===== config.mk =====
export PLATFORM = sky130hd
export DESIGN_NAME = nnis_ctrl
export DESIGN_NICKNAME = d
export VERILOG_FILES = /design/src/rtl/nnis_pkg.sv /design/src/rtl/nnis_ctrl.sv
export VERILOG_INCLUDE_DIRS = /design/src /design/src/rtl
export SDC_FILE = /design/constraint.sdc
export NUM_CORES = 1
export LEC_CHECK = 0
export BUFFER_PORTS_ARGS = -buffer_cell sky130_fd_sc_hd__buf_4
export CORE_AREA = 3 3 40 42
export CTS_BUF_LIST = sky130_fd_sc_hd__clkbuf_4 sky130_fd_sc_hd__clkbuf_8
export DETAILED_ROUTE_END_ITERATION = 8
export DIE_AREA = 0 0 43 45
export GPL_TIMING_DRIVEN = 0
export HOLD_SLACK_MARGIN = 0.15
export PLACE_DENSITY = 0.48
export SYNTH_ARGS = -nofsm -noshare
export SYNTH_HDL_FRONTEND = slang
export SYNTH_SLANG_ARGS = --single-unit

===== constraint.sdc =====
create_clock -name clk_i -period 2.68 [get_ports clk_i]
set_clock_uncertainty 0.2 [all_clocks]
set_input_delay 0.268 -clock clk_i [delete_from_list [all_inputs] [get_ports clk_i]]
set_output_delay 0.268 -clock clk_i [all_outputs]
set_load 0.05 [all_outputs]

===== src/rtl/nearest_neighbor_image_scaler_top_assert.svh =====
// Assertion macros shared by the scaler modules.
// Each macro expects clk_i and rst_ni in the scope where it is used.
`ifndef NEAREST_NEIGHBOR_IMAGE_SCALER_TOP_ASSERT_SVH
`define NEAREST_NEIGHBOR_IMAGE_SCALER_TOP_ASSERT_SVH

// A property that must hold at every clock edge outside reset.
`define NNIS_ASSERT(lbl, prop, msg) \
  lbl: assert property (@(posedge clk_i) disable iff (!rst_ni) (prop)) \
    else $error(msg);

// A condition in one cycle that must be followed by a consequence in the next.
`define NNIS_ASSERT_NEXT(lbl, ante, cons, msg) \
  lbl: assert property (@(posedge clk_i) disable iff (!rst_ni) (ante) |=> (cons)) \
    else $error(msg);

`endif


===== src/rtl/nnis_pkg.sv =====
`timescale 1ns / 1ps
`default_nettype none

package nnis_pkg;

  // Frame store geometry.
  localparam int MaxWidth   = 256;
  localparam int MaxHeight  = 256;
  localparam int StoreDepth = MaxWidth * MaxHeight;
  localparam int AddrW      = $clog2(StoreDepth);
  localparam int CoordW     = $clog2(MaxWidth > MaxHeight ? MaxWidth : MaxHeight);

  // Field and register widths.
  localparam int DimW  = 9;
  localparam int ZoomW = 10;
  localparam int PixW  = 24;
  localparam int OutW  = 12;
  localparam int AreaW = 2 * DimW;

  // Output size arithmetic.
  localparam int Percent     = 100;
  localparam int Align       = 4;
  localparam int OutDimLimit = 4092;
  localparam int ProdW       = DimW + ZoomW;
  // floor(x / 100) is taken as (x * RcpMul) >> RcpShift, exact for x below 493448,
  // which covers every source size times zoom.
  localparam int RcpShift    = 25;
  localparam int RcpMul      = (2 ** RcpShift + Percent - 1) / Percent;
  localparam int RcpW        = 19;
  localparam int DimQW       = ProdW + RcpW - RcpShift;

  // Divider: dividend is an output coordinate times 100, two quotient bits a cycle.
  localparam int DivW      = 20;
  localparam int DivCycles = DivW / 2;
  localparam int DivCntW   = $clog2(DivCycles + 1);

  // Request codes.
  localparam logic ReqLoad  = 1'b0;
  localparam logic ReqFetch = 1'b1;

  // Register indexes on the configuration port, one word apart.
  localparam logic [1:0] RegSrcWidth  = 2'd0;
  localparam logic [1:0] RegSrcHeight = 2'd1;
  localparam logic [1:0] RegZoom      = 2'd2;

  typedef struct packed {
    logic load;
    logic dim_mul;
    logic dim_rcp;
    logic dim_fin;
    logic chk;
    logic take_x;
    logic take_y;
    logic addr;
    logic read;
    logic emit;
  } nnis_cmd_t;

  typedef struct packed {
    logic empty;
    logic div_done;
  } nnis_sts_t;

endpackage

`default_nettype wire


===== src/rtl/nnis_ctrl.sv =====
`timescale 1ns / 1ps
`default_nettype none
`include "nearest_neighbor_image_scaler_top_assert.svh"

module nnis_ctrl (
  input  wire logic                  clk_i,
  input  wire logic                  rst_ni,
  input  wire logic                  start_i,
  input  wire logic                  req_type_i,
  input  wire nnis_pkg::nnis_sts_t   sts_i,
  output nnis_pkg::nnis_cmd_t        cmd_o,
  output logic                       busy_o,
  output logic                       out_valid_o
);

  localparam logic [3:0] StIdle = 4'd0;
  localparam logic [3:0] StDim1 = 4'd1;
  localparam logic [3:0] StDim2 = 4'd2;
  localparam logic [3:0] StDim3 = 4'd3;
  localparam logic [3:0] StChk  = 4'd4;
  localparam logic [3:0] StDivX = 4'd5;
  localparam logic [3:0] StDivY = 4'd6;
  localparam logic [3:0] StAddr = 4'd7;
  localparam logic [3:0] StRead = 4'd8;
  localparam logic [3:0] StEmit = 4'd9;

  logic [3:0] state_q, state_d;

  always_comb begin
    state_d = state_q;
    cmd_o   = '0;
    case (state_q)
      StIdle: begin
        // Loads finish in the cycle they are taken; fetches run the sequence.
        if (start_i) begin
          if (req_type_i == nnis_pkg::ReqFetch) begin
            state_d = StDim1;
          end else begin
            cmd_o.load = 1'b1;
          end
        end
      end
      StDim1: begin
        cmd_o.dim_mul = 1'b1;
        state_d       = StDim2;
      end
      StDim2: begin
        cmd_o.dim_rcp = 1'b1;
        state_d       = StDim3;
      end
      StDim3: begin
        cmd_o.dim_fin = 1'b1;
        state_d       = StChk;
      end
      StChk: begin
        if (sts_i.empty) begin
          state_d = StIdle;
        end else begin
          cmd_o.chk = 1'b1;
          state_d   = StDivX;
        end
      end
      StDivX: begin
        if (sts_i.div_done) begin
          cmd_o.take_x = 1'b1;
          state_d      = StDivY;
        end
      end
      StDivY: begin
        if (sts_i.div_done) begin
          cmd_o.take_y = 1'b1;
          state_d      = StAddr;
        end
      end
      StAddr: begin
        cmd_o.addr = 1'b1;
        state_d    = StRead;
      end
      StRead: begin
        cmd_o.read = 1'b1;
        state_d    = StEmit;
      end
      StEmit: begin
        cmd_o.emit = 1'b1;
        state_d    = StIdle;
      end
      default: begin
        state_d = StIdle;
      end
    endcase
  end

  always_ff @(posedge clk_i or negedge rst_ni) begin
    if (!rst_ni) begin
      state_q <= StIdle;
    end else begin
      state_q <= state_d;
    end
  end

  assign busy_o      = (state_q != StIdle);
  assign out_valid_o = (state_q == StEmit);

  `NNIS_ASSERT_NEXT(a_fetch_busy, start_i && !busy_o && (req_type_i == nnis_pkg::ReqFetch), busy_o, "fetch request did not start the sequence")
  `NNIS_ASSERT_NEXT(a_strobe_ends, out_valid_o, !busy_o && !out_valid_o, "result strobe not followed by idle")

endmodule

`default_nettype wire


==> summary.txt, run 1 <==
Placed design
  – Final HPWL DP: 573 µm
  – Gpl congestion: 0.670
  – Worst slack, placed: 777 ps
  – Post-DP Area: 468 µm²
  – Port Buffers: 17

Timing
  – Fmax: 0.467 GHz
  – Tightest Pin Transition: 389 ps
  – Final worst-path cycle share: 79.8%
  – Fin worst setup slack: 541 ps
  – Slew HR: 74.1%
  – Minimum clock period: 2140 ps
  – Slew Limit Fails: 0
  – Final hold vios: 0
  – Hold WS: 170 ps
  – RSZ-0062 raised after global routing: false
  – Setup tns final: 0 ps
  – Final setup fails: 0

Final layout
  – Max reg flops: 4
  – Top reg by flops: state_q
  – Area delta synth->final: 55.6%
  – Antenna fix cells: 0
  – Layout cell share with drive strength beyond 1: 43.5%
  – Fin nets: 70
  – Final Cell Area: 500 µm²
  – Regs by FF count: state_q: 4 flops
  – Fillers: 145

Pwr
  – Clock power share: 11.5%
  – Switching share of power: 52.9%
  – Static leakage: 0.248 nW
  – Power Internal: 301 µW
  – Logic pwr share: 73.5%
  – Pwr dens: 1280 mW/mm²
  – Peak supply drop: 461 µV
  – Reg power frac: 15.0%
  – Switching power: 338 µW

Global route
  – Initial antenna violation count: 0
  – Gr ovfl total: 0
  – First-pass GRT wire length: 1290 µm
  – GRT Util Overall: 8.86%
  – Vias in the first global route: 294
  – Largest net degree at the start of global routing: 11

Synthesis
  – Adder-Cell Fraction of Synth Area: 0%
  – Yosys warns: 0
  – Largest family of logic cells by synthesized area: simple AND/OR/NAND/NOR gates
  – XOR/XNOR share of the synthesized area: 0%
  – Simple-Gate Fraction of Synth Area: 43.6%
  – Yosys reg bits: 4
  – Mux cell area share after synthesis: 3.50%
  – Synth Instances: 41
  – Cell Area, Synth: 322 µm²
  – Post-synth cell types: 21
  – Compound-Gate Fraction of Synth Area: 9.34%
  – Mean Syn Cell Area: 7.84 µm²
  – Post-Syn Nets: 47
  – Seq/Total Area, Yosys: 31.1%

Worst setup path
  – R2R Setup Slk: 1090 ps
  – Startpoint types: flip-flop
  – Crit path max fanout: 10
  – Crit path DAT: 1670 ps
  – Crit path capture: cmd_o[9]
  – Reg-to-reg endpoint: state_q[0]$_DFFE_PN0P_
  – Reg2Reg Depth: 4
  – CP Launch Point: state_q[1]$_DFFE_PN0P_
  – WP data required: 2210 ps
  – RR Startpoint: state_q[3]$_DFFE_PN0P_
  – Crit path kind: flip-flop to output pin
  – Worst Setup End Kind: output pin

Floorplan
  – Initial Utilization: 25.0%
  – Row count: 13
  – Core region area: 0.00128 mm²
  – Die ar.: 0.00194 mm²
  – IO Pins: 18
  – Die W: 43 µm
  – Die height: 45 µm

Clock network
  – Clock Latency Late Sink: 230 ps
  – CTS tree: done
  – Num CTS Buffers: 3
  – Reg clk slew, reported paths: 40 ps
  – Htree depth: 1
  – Clock sinks: 4
  – CTS resizes: 0
  – Max Root-Sink Buffers: 2
  – Clock root cell: clkbuf_4

Route
  – Top Metal Used: met3
  – Metal3 WL: 66 µm
  – DR WL met2: 332 µm
  – Initial DRC count: 7
  – Number of remaining DRC errors: 0
  – Routed len/inst: 9.90 µm
  – DRT Wirelength: 762 µm
  – Post-route ant nets: 0
  – Via/cell ratio: 4.56
  – DR pass1 iterations: 4
  – Post-route met1 wirelength: 363 µm
  – Vias: 351

Outcome
  – Status: finished clean

Worst hold path
  – Worst min path class: input port to asynchronous set/reset pin

Job
  – Max-Cap Viols: 0
## layout make-up
| cell class | count | area, µm² | area share [%] |
|---|---|---|---|
| buffer | 5 | 32.5 | 6.50 |
| multi-input combinational | 30 | 181 | 36.3 |
| sequential | 4 | 100 | 20.0 |
| timing repair buffer | 18 | 138 | 27.5 |
| tap | 15 | 18.8 | 3.75 |
| clock buffer | 3 | 22.5 | 4.50 |
| inverter | 2 | 7.51 | 1.50 |
## cells by family after synthesis
family	count (synthesis)
compound gates	5
buf+inv	7
flops	4
mux	1
simple gates	24
## what timing repair did
action,in CTS,in global routing
hold endpoints to repair,4,0
setup buffers,0,0
hold buffers,1,0
## power groups by stage
stage,clock [mW],combinational [mW],sequential [mW]
global route,0.0827,0.506,0.0971
CTS,0.0776,0.474,0.0957
floorplan,0,0.364,0.0946
global placement,0,0.478,0.0970
detailed placement,0,0.471,0.0965
finish,0.0734,0.470,0.0957
## synthesized netlist by cell type
cell / instances / area (µm²)
and3_1: 1 / 6.26
a21o_1: 1 / 7.51
a211oi_1: 1 / 7.51
buf_6: 1 / 11.3
dfrtp_1: 4 / 100
clkbuf_1: 1 / 3.75
a21oi_1: 3 / 15.0
buf_4: 1 / 7.51
nand2_1: 1 / 3.75
nor3b_2: 1 / 12.5
buf_2: 2 / 10.0
nor3_1: 5 / 25.0
nand3_1: 1 / 5.00
mux2_2: 1 / 11.3
or2_1: 1 / 6.26
inv_1: 2 / 7.51
or4_4: 1 / 11.3
nand2b_1: 5 / 31.3
nor2_1: 5 / 18.8
nor4_1: 2 / 12.5
nor3b_1: 1 / 7.51
## per-layer routing
metal / GRT usage (%) / vias to the layer above
met4: 3.61 / 0
li1: - / 182
met2: 12.0 / 13
met5: 0 / -
met1: 12.4 / 156
met3: 3.59 / 0
## critical path, cell delays in order, from the launching register on
cell and delay [ps]:
dfrtp_1 340, buf_2 170, or4_4 540, nor3b_2 180, buf_4 210
## through the flow
stage	utilization (%)	power, mW	std cells
floorplan	-	0.459	41
global placement	36.4	0.575	73
detailed placement	36.4	0.567	73
CTS	38.9	0.647	77
global route	38.9	0.686	77
finish	38.9	0.639	77
## worst min path at each step
| stage | from | endpoint | cells after the start |
|---|---|---|---|
| after floorplan | rst_ni | state_q[0]$_DFFE_PN0P_ | 0 |
| after global placement | rst_ni | state_q[2]$_DFFE_PN0P_ | 1 |
| after detailed placement | rst_ni | state_q[2]$_DFFE_PN0P_ | 1 |
| after CTS | rst_ni | state_q[0]$_DFFE_PN0P_ | 2 |
| after global routing | rst_ni | state_q[0]$_DFFE_PN0P_ | 2 |
| final | rst_ni | state_q[0]$_DFFE_PN0P_ | 2 |
## layout by cell type (no fill, tap or decap), drive strengths merged, types with 2 or more instances in the layout
cell type | netlist | final
buf | 4 | 21
nand2b | 5 | 5
nor3 | 5 | 5
nor2 | 5 | 5
dfrtp | 4 | 4
clkbuf | 1 | 4
a21oi | 3 | 3
nor4 | 2 | 2
inv | 2 | 2
nor3b | 2 | 2
No activity file was read; power rests on OpenSTA's default activity.
==> inputs of run 2 (changes only) <==
clock period = 2 ns   (was 2.68 ns; I/O delays follow)
==> run 2 against run 1 <==
  * The flow now finishes with violations (setup timing)
  * Total power up 54%
  * Hold slack better by 260 ps
  * Critical endpoint unchanged
  * Sequential share of layout area down 4.1 points
  * Largest power group unchanged
  * Clock power up 39%
  * Register-to-register slack worse by 780 ps
  * Count of clock-buffer cells in the layout unchanged
==> summary.txt, run 2 (same netlist as run 1, synthesis figures left out) <==
Outcome
  – Status: complete, but fails checks
  – Failing checks: setup timing

Clock network
  – Reg clk slew, reported paths: 40 ps
  – Clock Latency Late Sink: 240 ps
  – Clock root cell: clkbuf_4
  – CTS tree: done
  – Htree depth: 1
  – Max Root-Sink Buffers: 2
  – Clock sinks: 4
  – Num CTS Buffers: 3

Route
  – Vias: 391
  – Via/cell ratio: 4.55
  – DRT Wirelength: 950 µm
  – Initial DRC count: 4
  – Post-route ant nets: 0
  – Number of remaining DRC errors: 0
  – Routed len/inst: 11.0 µm
  – DR pass1 iterations: 4

Worst setup path
  – Crit path max fanout: 3
  – Reg2Reg Depth: 5
  – Reg-to-reg endpoint: state_q[0]$_DFFE_PN0P_
  – Crit path DAT: 1630 ps
  – Worst Setup End Kind: output pin
  – R2R Setup Slk: 310 ps
  – Crit path kind: flip-flop to output pin
  – RR Startpoint: state_q[3]$_DFFE_PN0P_
  – WP data required: 1600 ps
  – Startpoint types: flip-flop

Timing
  – Fmax: 0.492 GHz
  – RSZ-0062 raised after global routing: true
  – Minimum clock period: 2030 ps
  – Tightest Pin Transition: 214 ps
  – Final worst-path cycle share: 102%
  – Final hold vios: 0
  – Fin worst setup slack: -33.2 ps
  – Slew Limit Fails: 0
  – Setup tns final: -33.2 ps
  – Final setup fails: 1
  – Slew HR: 85.6%

Floorplan
  – Row count: 13
  – Initial Utilization: 25.0%
  – Die W: 43 µm
  – Die ar.: 0.00194 mm²
  – IO Pins: 18
  – Core region area: 0.00128 mm²
  – Die height: 45 µm

Global route
  – Initial antenna violation count: 0
  – Largest net degree at the start of global routing: 11
  – GRT Util Overall: 11.1%
  – Gr ovfl total: 0
  – First-pass GRT wire length: 1530 µm
  – Vias in the first global route: 358

Worst hold path
  – Worst min path class: flip-flop to flip-flop
  – Hold EP: state_q[2]$_DFFE_PN0P_
  – Hold-critical path depth: 3
  – Hold Path Origin: state_q[3]$_DFFE_PN0P_

Final layout
  – Area delta synth->final: 96.1%
  – Layout cell share with drive strength beyond 1: 53.5%
  – Regs by FF count: state_q: 4 flops
  – Fillers: 129
  – Final core utilization: 49.1%
  – Top reg by flops: state_q
  – Antenna fix cells: 0
  – Fin nets: 79
  – Max reg flops: 4
  – Most frequent cells in the layout: buf_4, dlygate4sd3_1, nand2b_1
  – Most common cell after layout, fill and taps aside: buf_4

Placed design
  – Gpl congestion: 0.641
  – Final HPWL DP: 610 µm
  – Port Buffers: 17

Pwr
  – Pwr dens: 1560 mW/mm²
  – Peak supply drop: 647 µV
  – Static leakage: 0.310 nW

Job
  – Max-Cap Viols: 0
[run 2: cell types whose count changed in the layout (fill, tap and decap cells not counted), sizes merged]
cell | before | now
dlygate4sd3 | 1 | 6
buf | 21 | 25
[run 2: what timing repair did]
item                       in CTS  in global routing
hold endpoints to repair        7                  0
resized for setup               4                  2
setup endpoints to repair       1                  7
hold buffers                    6                  0
cloned                          0                  0
pin swaps                       2                  2
setup buffers                   2                  2
[run 2: cell type report]
cell class	count	area (µm²)	area share, %
buffer	5	40.0	6.35
clock buffer	3	22.5	3.57
inverter	2	7.51	1.19
multi-input combinational	30	216	34.3
sequential	4	100	15.9
tap	15	18.8	2.98
timing repair buffer	27	225	35.7
[run 2: routing by layer]
layer	vias up	wire length (µm)	GRT usage (%)
met2	13	482	17.7
li1	201	-	-
met5	-	0	0
met1	177	427	12.8
met3	0	40	3.59
met4	0	0	7.23
[run 2: how the worst max path moves through the flow]
stage,startpoint,end
floorplan,state_q[0]$_DFFE_PN0P_,cmd_o[9]
global placement,state_q[1]$_DFFE_PN0P_,cmd_o[9]
detailed placement,state_q[1]$_DFFE_PN0P_,cmd_o[9]
CTS,state_q[0]$_DFFE_PN0P_,cmd_o[9]
global route,state_q[3]$_DFFE_PN0P_,cmd_o[9]
finish,state_q[3]$_DFFE_PN0P_,cmd_o[9]
[run 2: metrics by stage]
step	setup slack, ps	cell area [µm²]	cells	hold WS, ps	total power, mW
global placement	137	503	73	-202	0.808
global route	-97.7	631	86	448	1.06
floorplan	-64.7	357	41	-296	0.651
CTS	-60.2	614	84	381	0.978
finish	-33.2	631	86	430	0.985
detailed placement	148	503	73	-203	0.804
[run 2: critical path, cell delays in order (launching register included)]
cell and delay [ps]:
dfrtp_1 360, buf_6 120, or4_4 550, nor3b_4 190, buf_6 180
[run 2: power breakdown]
| group | leakage (nW) | internal (mW) | total, mW | switching, mW |
|---|---|---|---|---|
| sequential | 0.0510 | 0.116 | 0.130 | 0.0143 |
| clock | 0.0138 | 0.0672 | 0.102 | 0.0349 |
| combinational | 0.245 | 0.291 | 0.752 | 0.461 |
